### config.mk
export PLATFORM = sky130hd
export DESIGN_NAME = proximity_gesture_recognizer_flat
export DESIGN_NICKNAME = d
export VERILOG_FILES = /design/src/sv/pgr_pkg.sv /design/src/sv/pgr_if.sv /design/src/sv/pgr_cfg_regs.sv /design/src/sv/pgr_median3.sv /design/src/sv/pgr_fsm.sv /design/src/sv/proximity_gesture_recognizer.sv /design/src/flat_wrapper.sv
export VERILOG_INCLUDE_DIRS = /design/src /design/src/sv
export SDC_FILE = /design/constraint.sdc
export NUM_CORES = 1
export LEC_CHECK = 0
export ABC_AREA = 1
export BUFFER_PORTS_ARGS = -buffer_cell sky130_fd_sc_hd__buf_2
export CORE_ASPECT_RATIO = 0.75
export CORE_MARGIN = 2
export CORE_UTILIZATION = 56
export CTS_CLUSTER_SIZE = 28
export DETAILED_ROUTE_END_ITERATION = 16
export GPL_TIMING_DRIVEN = 1
export PLACE_DENSITY = 0.76
export SYNTH_ARGS = -nofsm -noshare
export SYNTH_HDL_FRONTEND = slang
export SYNTH_SLANG_ARGS = --single-unit
### constraint.sdc
create_clock -name clk -period 16.79 [get_ports clk]
set_input_delay 0.8395 -clock clk [delete_from_list [all_inputs] [get_ports clk]]
set_output_delay 0.8395 -clock clk [all_outputs]
set_load 0.02 [all_outputs]
### src/sv/proximity_gesture_recognizer_macros.svh
// assertion macros for the proximity gesture recogniser
// used by the top level; no other dependencies
`ifndef PROXIMITY_GESTURE_RECOGNIZER_MACROS_SVH
`define PROXIMITY_GESTURE_RECOGNIZER_MACROS_SVH

`ifndef NO_ASSERTIONS

// same-cycle implication, disabled during reset
`define PGR_ASSERT_NOW(lbl, ck, rn, ante, cons) \
    lbl: assert property (@(posedge ck) disable iff (!(rn)) (ante) |-> (cons)) \
        else $error("pgr assertion failed");

// next-cycle implication, disabled during reset
`define PGR_ASSERT_NEXT(lbl, ck, rn, ante, cons) \
    lbl: assert property (@(posedge ck) disable iff (!(rn)) (ante) |=> (cons)) \
        else $error("pgr assertion failed");

`else

`define PGR_ASSERT_NOW(lbl, ck, rn, ante, cons)
`define PGR_ASSERT_NEXT(lbl, ck, rn, ante, cons)

`endif

`endif

### src/sv/pgr_pkg.sv
// types and constants for the proximity gesture recogniser
// no dependencies; used by the interfaces and every module
package pgr_pkg;

    localparam int DIST_W      = 16;
    localparam int TIME_W      = 32;
    localparam int CODE_W      = 3;
    localparam int CFG_INDEX_W = 8;
    localparam int CFG_DATA_W  = 16;

    typedef enum logic [2:0] {
        ST_IDLE      = 3'd0,
        ST_APPROACH  = 3'd1,
        ST_HOLD      = 3'd2,
        ST_RETRACT   = 3'd3,
        ST_APPROACH2 = 3'd4,
        ST_VOLUME    = 3'd5,
        ST_COOLDOWN  = 3'd6
    } state_t;

    typedef enum logic [CODE_W-1:0] {
        CODE_SWIPE      = 3'd0,
        CODE_SHORT_HOLD = 3'd1,
        CODE_LONG_HOLD  = 3'd2,
        CODE_VOL_NEAR   = 3'd3,
        CODE_VOL_FAR    = 3'd4
    } gesture_code_t;

    // register indexes
    localparam logic [CFG_INDEX_W-1:0] CFG_NEAR_DISTANCE  = 8'd0;
    localparam logic [CFG_INDEX_W-1:0] CFG_FAR_DISTANCE   = 8'd1;
    localparam logic [CFG_INDEX_W-1:0] CFG_HOLD_DISTANCE  = 8'd2;
    localparam logic [CFG_INDEX_W-1:0] CFG_HOLD_MIN_TIME  = 8'd3;
    localparam logic [CFG_INDEX_W-1:0] CFG_HOLD_LONG_TIME = 8'd4;
    localparam logic [CFG_INDEX_W-1:0] CFG_SWIPE_MAX_TIME = 8'd5;
    localparam logic [CFG_INDEX_W-1:0] CFG_WAVE_MAX_TIME  = 8'd6;
    localparam logic [CFG_INDEX_W-1:0] CFG_COOLDOWN_TIME  = 8'd7;

    // fixed timing and distance limits
    localparam logic [TIME_W-1:0] DOUBLE_GAP_MS     = 32'd700;
    localparam logic [TIME_W-1:0] VOLUME_TIMEOUT_MS = 32'd4000;
    localparam logic [TIME_W-1:0] VOLUME_STEP_MS    = 32'd150;
    localparam logic [DIST_W-1:0] VOLUME_PRESENT_MM = 16'd400;
    localparam logic [DIST_W-1:0] VOLUME_NEAR_MM    = 16'd200;
    localparam logic [DIST_W-1:0] VOLUME_FAR_LO_MM  = 16'd250;
    localparam logic [DIST_W-1:0] VOLUME_FAR_HI_MM  = 16'd350;

    typedef struct packed {
        logic [CFG_DATA_W-1:0] near_distance;
        logic [CFG_DATA_W-1:0] far_distance;
        logic [CFG_DATA_W-1:0] hold_distance;
        logic [CFG_DATA_W-1:0] hold_min_time;
        logic [CFG_DATA_W-1:0] hold_long_time;
        logic [CFG_DATA_W-1:0] swipe_max_time;
        logic [CFG_DATA_W-1:0] wave_max_time;
        logic [CFG_DATA_W-1:0] cooldown_time;
    } cfg_t;

    typedef struct packed {
        logic          emit;
        gesture_code_t code;
    } step_t;

endpackage

### src/sv/pgr_if.sv
// handshake interfaces for samples, gestures and register writes
// depends on pgr_pkg
interface pgr_sample_if;
    import pgr_pkg::*;

    logic              valid;
    logic              ready;
    logic [DIST_W-1:0] sample_distance;
    logic [TIME_W-1:0] sample_time;

    modport source (output valid, output sample_distance, output sample_time, input ready);
    modport sink (input valid, input sample_distance, input sample_time, output ready);
endinterface

interface pgr_gesture_if;
    import pgr_pkg::*;

    logic              valid;
    logic              ready;
    logic [CODE_W-1:0] gesture_code;

    modport source (output valid, output gesture_code, input ready);
    modport sink (input valid, input gesture_code, output ready);
endinterface

interface pgr_cfg_if;
    import pgr_pkg::*;

    logic                   valid;
    logic                   ready;
    logic [CFG_INDEX_W-1:0] index;
    logic [CFG_DATA_W-1:0]  data;

    modport source (output valid, output index, output data, input ready);
    modport sink (input valid, input index, input data, output ready);
endinterface

### src/sv/pgr_cfg_regs.sv
// configuration register file of the gesture recogniser
// depends on pgr_pkg
module pgr_cfg_regs (
    input  logic                            clk,
    input  logic                            rst_n,
    input  logic                            wr_en,
    input  logic [pgr_pkg::CFG_INDEX_W-1:0] wr_index,
    input  logic [pgr_pkg::CFG_DATA_W-1:0]  wr_data,
    output pgr_pkg::cfg_t                   cfg
);
    import pgr_pkg::*;

    cfg_t cfg_reg;
    cfg_t cfg_next;

    always_comb
    begin
        cfg_next = cfg_reg;
        if (wr_en)
        begin
            case (wr_index)
                CFG_NEAR_DISTANCE:  cfg_next.near_distance  = wr_data;
                CFG_FAR_DISTANCE:   cfg_next.far_distance   = wr_data;
                CFG_HOLD_DISTANCE:  cfg_next.hold_distance  = wr_data;
                CFG_HOLD_MIN_TIME:  cfg_next.hold_min_time  = wr_data;
                CFG_HOLD_LONG_TIME: cfg_next.hold_long_time = wr_data;
                CFG_SWIPE_MAX_TIME: cfg_next.swipe_max_time = wr_data;
                CFG_WAVE_MAX_TIME:  cfg_next.wave_max_time  = wr_data;
                CFG_COOLDOWN_TIME:  cfg_next.cooldown_time  = wr_data;
                default:            cfg_next = cfg_reg;
            endcase
        end
    end

    always_ff @(posedge clk or negedge rst_n)
    begin
        if (!rst_n)
        begin
            cfg_reg.near_distance  <= 16'd150;
            cfg_reg.far_distance   <= 16'd350;
            cfg_reg.hold_distance  <= 16'd200;
            cfg_reg.hold_min_time  <= 16'd800;
            cfg_reg.hold_long_time <= 16'd2000;
            cfg_reg.swipe_max_time <= 16'd300;
            cfg_reg.wave_max_time  <= 16'd600;
            cfg_reg.cooldown_time  <= 16'd1200;
        end
        else
        begin
            cfg_reg <= cfg_next;
        end
    end

    assign cfg = cfg_reg;

endmodule

### src/sv/pgr_median3.sv
// median of three distances
// depends on pgr_pkg
module pgr_median3 (
    input  logic [pgr_pkg::DIST_W-1:0] a,
    input  logic [pgr_pkg::DIST_W-1:0] b,
    input  logic [pgr_pkg::DIST_W-1:0] c,
    output logic [pgr_pkg::DIST_W-1:0] med
);
    import pgr_pkg::*;

    logic [DIST_W-1:0] lo;
    logic [DIST_W-1:0] hi;

    always_comb
    begin
        lo = (a < b) ? a : b;
        hi = (a < b) ? b : a;
        if (c <= lo)
            med = lo;
        else if (c >= hi)
            med = hi;
        else
            med = c;
    end

endmodule

### src/sv/pgr_fsm.sv
// sample history, median and gesture state machine
// depends on pgr_pkg and pgr_median3
module pgr_fsm (
    input  logic                       clk,
    input  logic                       rst_n,
    input  pgr_pkg::cfg_t              cfg,
    input  logic                       step_en,
    input  logic [pgr_pkg::DIST_W-1:0] in_dist,
    input  logic [pgr_pkg::TIME_W-1:0] in_time,
    output pgr_pkg::step_t             step,
    output pgr_pkg::state_t            state,
    output logic [1:0]                 count
);
    import pgr_pkg::*;

    // two stored taps; the newest sample is the third
    logic [DIST_W-1:0] hist_reg [2];
    logic [1:0]        count_reg;
    logic [1:0]        count_next;
    state_t            state_reg;
    state_t            state_next;
    logic [TIME_W-1:0] entry_reg;
    logic [TIME_W-1:0] entry_next;
    logic [TIME_W-1:0] lastv_reg;
    logic [TIME_W-1:0] lastv_next;

    logic [DIST_W-1:0] med_dist;
    logic [TIME_W-1:0] dt;
    logic [TIME_W-1:0] vdt;
    logic              full;

    pgr_median3 u_median (
        .a   (in_dist),
        .b   (hist_reg[0]),
        .c   (hist_reg[1]),
        .med (med_dist)
    );

    assign dt   = in_time - entry_reg;
    assign vdt  = in_time - lastv_reg;
    assign full = (count_reg >= 2'd2);

    always_comb
    begin
        count_next = (count_reg == 2'd3) ? count_reg : count_reg + 2'd1;
        state_next = state_reg;
        entry_next = entry_reg;
        lastv_next = lastv_reg;
        step.emit  = 1'b0;
        step.code  = CODE_SWIPE;
        if (full)
        begin
            case (state_reg)
                ST_IDLE:
                begin
                    if (med_dist < cfg.near_distance)
                    begin
                        state_next = ST_APPROACH;
                        entry_next = in_time;
                    end
                end
                ST_APPROACH:
                begin
                    if (med_dist > cfg.far_distance)
                    begin
                        entry_next = in_time;
                        if (dt < {16'd0, cfg.swipe_max_time})
                        begin
                            state_next = ST_COOLDOWN;
                            step.emit  = 1'b1;
                            step.code  = CODE_SWIPE;
                        end
                        else if (dt < {16'd0, cfg.wave_max_time})
                            state_next = ST_RETRACT;
                        else
                            state_next = ST_IDLE;
                    end
                    else if (dt > {16'd0, cfg.hold_min_time} && med_dist < cfg.hold_distance)
                    begin
                        state_next = ST_HOLD;
                        entry_next = in_time;
                    end
                end
                ST_HOLD:
                begin
                    if (med_dist > cfg.far_distance)
                    begin
                        state_next = ST_COOLDOWN;
                        entry_next = in_time;
                        step.emit  = 1'b1;
                        step.code  = (dt > {16'd0, cfg.hold_long_time}) ? CODE_LONG_HOLD
                                                                        : CODE_SHORT_HOLD;
                    end
                end
                ST_RETRACT:
                begin
                    if (dt > DOUBLE_GAP_MS)
                    begin
                        state_next = ST_IDLE;
                        entry_next = in_time;
                    end
                    else if (med_dist < cfg.near_distance)
                    begin
                        state_next = ST_APPROACH2;
                        entry_next = in_time;
                    end
                end
                ST_APPROACH2:
                begin
                    if (med_dist > cfg.far_distance)
                    begin
                        entry_next = in_time;
                        state_next = (dt < {16'd0, cfg.wave_max_time}) ? ST_VOLUME : ST_IDLE;
                    end
                end
                ST_VOLUME:
                begin
                    if (med_dist < VOLUME_PRESENT_MM)
                    begin
                        entry_next = in_time;
                        // step limiter refreshes even outside both bands
                        if (vdt > VOLUME_STEP_MS)
                        begin
                            lastv_next = in_time;
                            if (med_dist < VOLUME_NEAR_MM)
                            begin
                                step.emit = 1'b1;
                                step.code = CODE_VOL_NEAR;
                            end
                            else if (med_dist >= VOLUME_FAR_LO_MM && med_dist < VOLUME_FAR_HI_MM)
                            begin
                                step.emit = 1'b1;
                                step.code = CODE_VOL_FAR;
                            end
                        end
                    end
                    else if (dt > VOLUME_TIMEOUT_MS)
                    begin
                        state_next = ST_COOLDOWN;
                        entry_next = in_time;
                    end
                end
                ST_COOLDOWN:
                begin
                    if (dt > {16'd0, cfg.cooldown_time})
                    begin
                        state_next = ST_IDLE;
                        entry_next = in_time;
                    end
                end
                default:
                begin
                    state_next = ST_IDLE;
                    entry_next = '0;
                end
            endcase
        end
    end

    always_ff @(posedge clk or negedge rst_n)
    begin
        if (!rst_n)
        begin
            hist_reg[0] <= '0;
            hist_reg[1] <= '0;
            count_reg   <= '0;
            state_reg   <= ST_IDLE;
            entry_reg   <= '0;
            lastv_reg   <= '0;
        end
        else if (step_en)
        begin
            hist_reg[0] <= in_dist;
            hist_reg[1] <= hist_reg[0];
            count_reg   <= count_next;
            state_reg   <= state_next;
            entry_reg   <= entry_next;
            lastv_reg   <= lastv_next;
        end
    end

    assign state = state_reg;
    assign count = count_reg;

endmodule

### src/sv/proximity_gesture_recognizer.sv
// top level of the proximity gesture recogniser
// depends on pgr_pkg, pgr_if, pgr_cfg_regs, pgr_fsm and the macros header
`include "proximity_gesture_recognizer_macros.svh"

// Takes one distance sample per clock cycle and gives zero or one gesture
// code per sample. A transfer on the sample channel lands in an input
// register; when the held sample advances, the median of the last three
// samples is formed and the gesture state machine steps in a single pass,
// and any gesture code goes into the result register. The sustained rate
// is one sample per cycle, set by that single state machine step; the
// input stage holds only while a waiting code blocks a sample that would
// produce another. The first two samples only fill the history. Register
// writes are always ready and take effect at once; write them only while
// no sample is in flight.
module proximity_gesture_recognizer (
    input  logic                 clk,
    input  logic                 rst_n,
    pgr_sample_if.sink           sample,
    pgr_gesture_if.source        gesture,
    pgr_cfg_if.sink              cfg
);
    import pgr_pkg::*;

    // input register
    logic              s1_valid_reg;
    logic              s1_valid_next;
    logic [DIST_W-1:0] s1_dist_reg;
    logic [TIME_W-1:0] s1_time_reg;

    // result register
    logic              res_valid_reg;
    logic              res_valid_next;
    logic [CODE_W-1:0] res_code_reg;

    cfg_t              cfg_val;
    step_t             step;
    state_t            fsm_state;
    logic [1:0]        fsm_count;
    logic              advance;
    logic              take_in;

    // register writes never stall
    assign cfg.ready = 1'b1;

    pgr_cfg_regs u_cfg_regs (
        .clk      (clk),
        .rst_n    (rst_n),
        .wr_en    (cfg.valid),
        .wr_index (cfg.index),
        .wr_data  (cfg.data),
        .cfg      (cfg_val)
    );

    pgr_fsm u_fsm (
        .clk     (clk),
        .rst_n   (rst_n),
        .cfg     (cfg_val),
        .step_en (advance),
        .in_dist (s1_dist_reg),
        .in_time (s1_time_reg),
        .step    (step),
        .state   (fsm_state),
        .count   (fsm_count)
    );

    // the held sample moves on unless its code would land on a waiting one
    assign advance      = s1_valid_reg && (!res_valid_reg || gesture.ready || !step.emit);
    assign sample.ready = !s1_valid_reg || advance;
    assign take_in      = sample.valid && sample.ready;

    always_comb
    begin
        s1_valid_next = s1_valid_reg;
        if (take_in)
            s1_valid_next = 1'b1;
        else if (advance)
            s1_valid_next = 1'b0;

        res_valid_next = res_valid_reg;
        if (advance && step.emit)
            res_valid_next = 1'b1;
        else if (gesture.ready)
            res_valid_next = 1'b0;
    end

    always_ff @(posedge clk or negedge rst_n)
    begin
        if (!rst_n)
        begin
            s1_valid_reg  <= 1'b0;
            res_valid_reg <= 1'b0;
        end
        else
        begin
            s1_valid_reg  <= s1_valid_next;
            res_valid_reg <= res_valid_next;
        end
    end

    // payload, no reset
    always_ff @(posedge clk)
    begin
        if (take_in)
        begin
            s1_dist_reg <= sample.sample_distance;
            s1_time_reg <= sample.sample_time;
        end
        if (advance && step.emit)
            res_code_reg <= step.code;
    end

    assign gesture.valid        = res_valid_reg;
    assign gesture.gesture_code = res_code_reg;

    // history still filling: no gesture may come out
    `PGR_ASSERT_NOW(a_no_code_while_filling, clk, rst_n, advance && fsm_count < 2'd2, !step.emit)
    // volume codes only come from volume-slider mode
    `PGR_ASSERT_NOW(a_volume_from_volume_state, clk, rst_n, step.emit && (step.code == CODE_VOL_NEAR || step.code == CODE_VOL_FAR), fsm_state == ST_VOLUME)
    // a held sample is never overwritten
    `PGR_ASSERT_NEXT(a_input_holds, clk, rst_n, s1_valid_reg && !advance, s1_valid_reg && $stable(s1_time_reg) && $stable(s1_dist_reg))
    // a waiting code is never dropped
    `PGR_ASSERT_NEXT(a_result_holds, clk, rst_n, res_valid_reg && !gesture.ready, res_valid_reg && $stable(res_code_reg))

endmodule

### src/flat_wrapper.sv
// flat-port wrapper written by rule: the top's interface ports become plain ports
module proximity_gesture_recognizer_flat import pgr_pkg::*;
  (clk, rst_n, sample_valid, sample_sample_distance, sample_sample_time, sample_ready, gesture_valid, gesture_gesture_code, gesture_ready, cfg_valid, cfg_index, cfg_data, cfg_ready);
  pgr_sample_if sample_i ();
  pgr_gesture_if gesture_i ();
  pgr_cfg_if cfg_i ();
  input  logic clk;
  input  logic rst_n;
  input wire logic [$bits(sample_i.valid)-1:0] sample_valid;
  input wire logic [$bits(sample_i.sample_distance)-1:0] sample_sample_distance;
  input wire logic [$bits(sample_i.sample_time)-1:0] sample_sample_time;
  output wire logic [$bits(sample_i.ready)-1:0] sample_ready;
  output wire logic [$bits(gesture_i.valid)-1:0] gesture_valid;
  output wire logic [$bits(gesture_i.gesture_code)-1:0] gesture_gesture_code;
  input wire logic [$bits(gesture_i.ready)-1:0] gesture_ready;
  input wire logic [$bits(cfg_i.valid)-1:0] cfg_valid;
  input wire logic [$bits(cfg_i.index)-1:0] cfg_index;
  input wire logic [$bits(cfg_i.data)-1:0] cfg_data;
  output wire logic [$bits(cfg_i.ready)-1:0] cfg_ready;
  assign sample_i.valid = sample_valid;
  assign sample_i.sample_distance = sample_sample_distance;
  assign sample_i.sample_time = sample_sample_time;
  assign sample_ready = sample_i.ready;
  assign gesture_valid = gesture_i.valid;
  assign gesture_gesture_code = gesture_i.gesture_code;
  assign gesture_i.ready = gesture_ready;
  assign cfg_i.valid = cfg_valid;
  assign cfg_i.index = cfg_index;
  assign cfg_i.data = cfg_data;
  assign cfg_ready = cfg_i.ready;
  proximity_gesture_recognizer u_core (.clk(clk), .rst_n(rst_n), .sample(sample_i), .gesture(gesture_i), .cfg(cfg_i));
endmodule
==> results.yml <==
status:
  status: "completed"
finish:
  fin_nets: 3177
  drive_above_1_share_pct: 7.535
  post-route-cell-area_sq_um: 22440
  largest_reg_flops: 128
  fill_cells: 3281
  synthToLayoutAreaGrowth_pct: 8.541
  stdcell_count: 3390
  utilization_pct: 62.13
synthesis:
  seq_area_frac_synth_pct: 35.58
  syn_area_sq_um: 20670
  synth_seq_cells: 282
  yosysMostFrequentCell: "nand2_1"
  ys_async_sr_fraction_pct: 81.91
  synthFlopType: "dfrtp_1"
  synth-edff-count: 51
  synthTopCellsByArea: "dfrtp_1 (24%), nand2_1 (15%), ha_1 (14%)"
  synth_area_leader_cell: "dfrtp_1"
  yosys.area.top_type_share_pct: 23.85
  syn_avg_cell_area_sq_um: 7.354
  synthCells: 2811
  synthesis.nets: 3118
  ys_types: 61
  ys_top_cells_by_count: "nand2_1 (813), inv_1 (455), ha_1 (228)"
  ys_warn_count: 0
sta:
  finalClockSkew_ns: 0.01532
  slew_headroom_pct: 21.91
  rsz0062_at_grt: "no"
  fin_crit_sh_pct: 46.95
  fin_crit_ns: 7.883
  slew_violations: 0
  setup_viol: 0
  fmax_mhz: 126.8
  finalHoldViolations: 0
  tightestPinTransition_ns: 1.142
  hold_slack_ns: 0.2847
  tns_ns: 0
clock_network:
  htreeDepth: 1
  cts_buffer_depth: 3
  cts_tree: "built"
  clk_pin_slew_ns: 0.06
  cts_buffers: 31
  cts_sinks: 282
  clk_latency_ns: 0.58
  post_cts_buffers: 0
  holdBufCountCts: 0
  post_cts_resized: 0
  root_buffer: "clkbuf_16"
drt:
  drt_first_pass_iters: 7
  remaining_drc_errors: 0
  wirelength_met1_mm: 28.73
  num_vias: 18830
  met2_length_mm: 22.57
  via_per_inst: 5.554
  wl_met3_mm: 4.783
  wirelength_mm: 56.83
  ant_nets: 0
  drt_iter0_markers: 1915
  highest_layer: "met5"
  wire_per_inst_um: 16.77
worst_hold_path:
  hp-class: "in -> async"
setup_path:
  cp_common_cell: "nand2_1"
  path_class: "reg -> out"
  endpoint_kind: "primary output"
  critPathRequiredTime_ns: 15.95
  critPathArrivalTime_ns: 7.04
  slowest_stage: "ha_1"
  cp_slowest_stage_delay_ns: 0.57
  start_kind: "register"
  cp_max_fo: 63
floorplanning:
  coreArea_sq_um: 36110
  num_rows: 60
  ios: 83
  die_w_um: 225.9
  start_util_pct: 57.25
  die_area_sq_um: 38480
  dieHeight_um: 170.4
placement:
  place_area_sq_um: 21440
  place.detailed.instances: 3333
  port_buffers: 81
  place_congestion: 0.9771
  dp_hpwl_mm: 43.37
global_route:
  grt.total_usage_pct: 30.04
  grt_max_degree: 114
  antenna_found_initial: 1
  grt_pass1_vias: 17710
  grt_first_pass_wirelength_mm: 92.53
  overflow: 0
power_and_ir_drop:
  p_leak_nw: 11.08
  ir_drop_mv: 0.1103
  p_per_area_nw_per_um2: 149.3
job:
  drv_cap: 0
-- metal layers --
layer  GRT usage, %  vias to the layer above
met5              0                        -
met4          4.780                        2
met3          5.749                       58
met2          42.64                      654
met1          47.49                     8841
li1               -                     9272
-- cells in the final DEF (no fill, tap or decap), types with 4 or more instances in the layout --
master / instances
nor2_1: 121
o221ai_1: 5
inv_2: 4
nand4_1: 37
or2_2: 4
a211oi_1: 8
dfrtp_1: 197
clkbuf_8: 7
nor4_1: 19
nand3b_1: 7
xor2_1: 35
buf_4: 16
clkbuf_16: 31
clkbuf_1: 5
o21ai_2: 6
a21o_1: 12
clkinv_2: 4
buf_2: 80
edfxtp_1: 51
dfstp_2: 34
ha_1: 228
nand2_2: 8
a21oi_1: 145
o21a_1: 4
nor3_1: 38
clkinv_1: 5
xnor2_1: 13
o21ai_0: 227
nand3_1: 150
nand2_1: 813
o211ai_1: 14
o21bai_1: 9
a31oi_1: 9
inv_1: 454
o21ai_1: 39
-- critical path, delay by kind of cell (launching register included) --
kind                       cells  cell delay (ns)
DFF                            1             0.37
buffers and inverters          3             0.44
and+or+nand+nor               15             2.93
adders and majority gates      3             1.16
AOI/OAI and AO/OA              7             1.51
-- worst paths after layout --
| path | from | end | slack (ns) | cells after the start |
|---|---|---|---|---|
| setup reg to reg | u_core.u_fsm.hist_reg[27] | u_core.u_fsm.lastv_reg[21] | 8.92 | 33 |
| setup / recovery | u_core.u_fsm.hist_reg[27] | sample_ready | 8.91 | 28 |
| hold / removal | rst_n | u_core.u_fsm.hist_reg[12] | 0.28 | 1 |
| max in group asynchronous | rst_n | u_core.u_cfg_regs.cfg[36] | 15.10 | 2 |
| min in group clk | sample_sample_time[18] | u_core.s1_time_reg[18] | 0.43 | 1 |
| hold reg to reg | u_core.u_fsm.entry_reg[27] | u_core.u_fsm.entry_reg[27] | 0.47 | 2 |
-- report_power, final --
part           leakage (nW)  internal, mW  switching (mW)  total [mW]
sequential             3.49         0.774          0.0541       0.828
clock                 0.485         0.384           0.295       0.678
combinational          7.11         0.627            1.22        1.84
total                  11.1          1.79            1.57        3.35
-- area by class of cell --
cell class / instances / area [sq um] / share of cell area, %
Clock inverter: 13 / 100.1 / 0.4461
Inverter: 460 / 1729 / 7.707
Timing Repair Buffer: 97 / 535.5 / 2.387
Multi-Input combinational cell: 1998 / 11200 / 49.93
Antenna cell: 1 / 2.502 / 0.01115
Sequential cell: 282 / 7355 / 32.78
Clock buffer: 43 / 890.9 / 3.971
Tap cell: 496 / 620.6 / 2.766
-- stage by stage --
stage / setup WS, ns / power [mW]
after CTS: 9.074 / 3.316
after floorplan: 10.55 / 2.128
final: 8.907 / 3.350
after global placement: 9.342 / 2.547
after detailed placement: 9.182 / 2.627
after global routing: 8.274 / 3.640
-- cells by family (layout without fill, tap and decap cells) --
| kind of cell | Yosys count | in the layout | synth area share, % |
|---|---|---|---|
| AO/OA/AOI/OAI | 498 | 498 | 13.23 |
| other | 1 | 2 | 0.01814 |
| adder cells (fa/ha/maj) | 230 | 230 | 13.99 |
| XOR/XNOR | 48 | 48 | 2.034 |
| buffers and inverters | 531 | 613 | 10.25 |
| flip-flops | 282 | 282 | 35.58 |
| AND/OR/NAND/NOR | 1221 | 1221 | 24.89 |
Power figures use the tool's default switching activity.
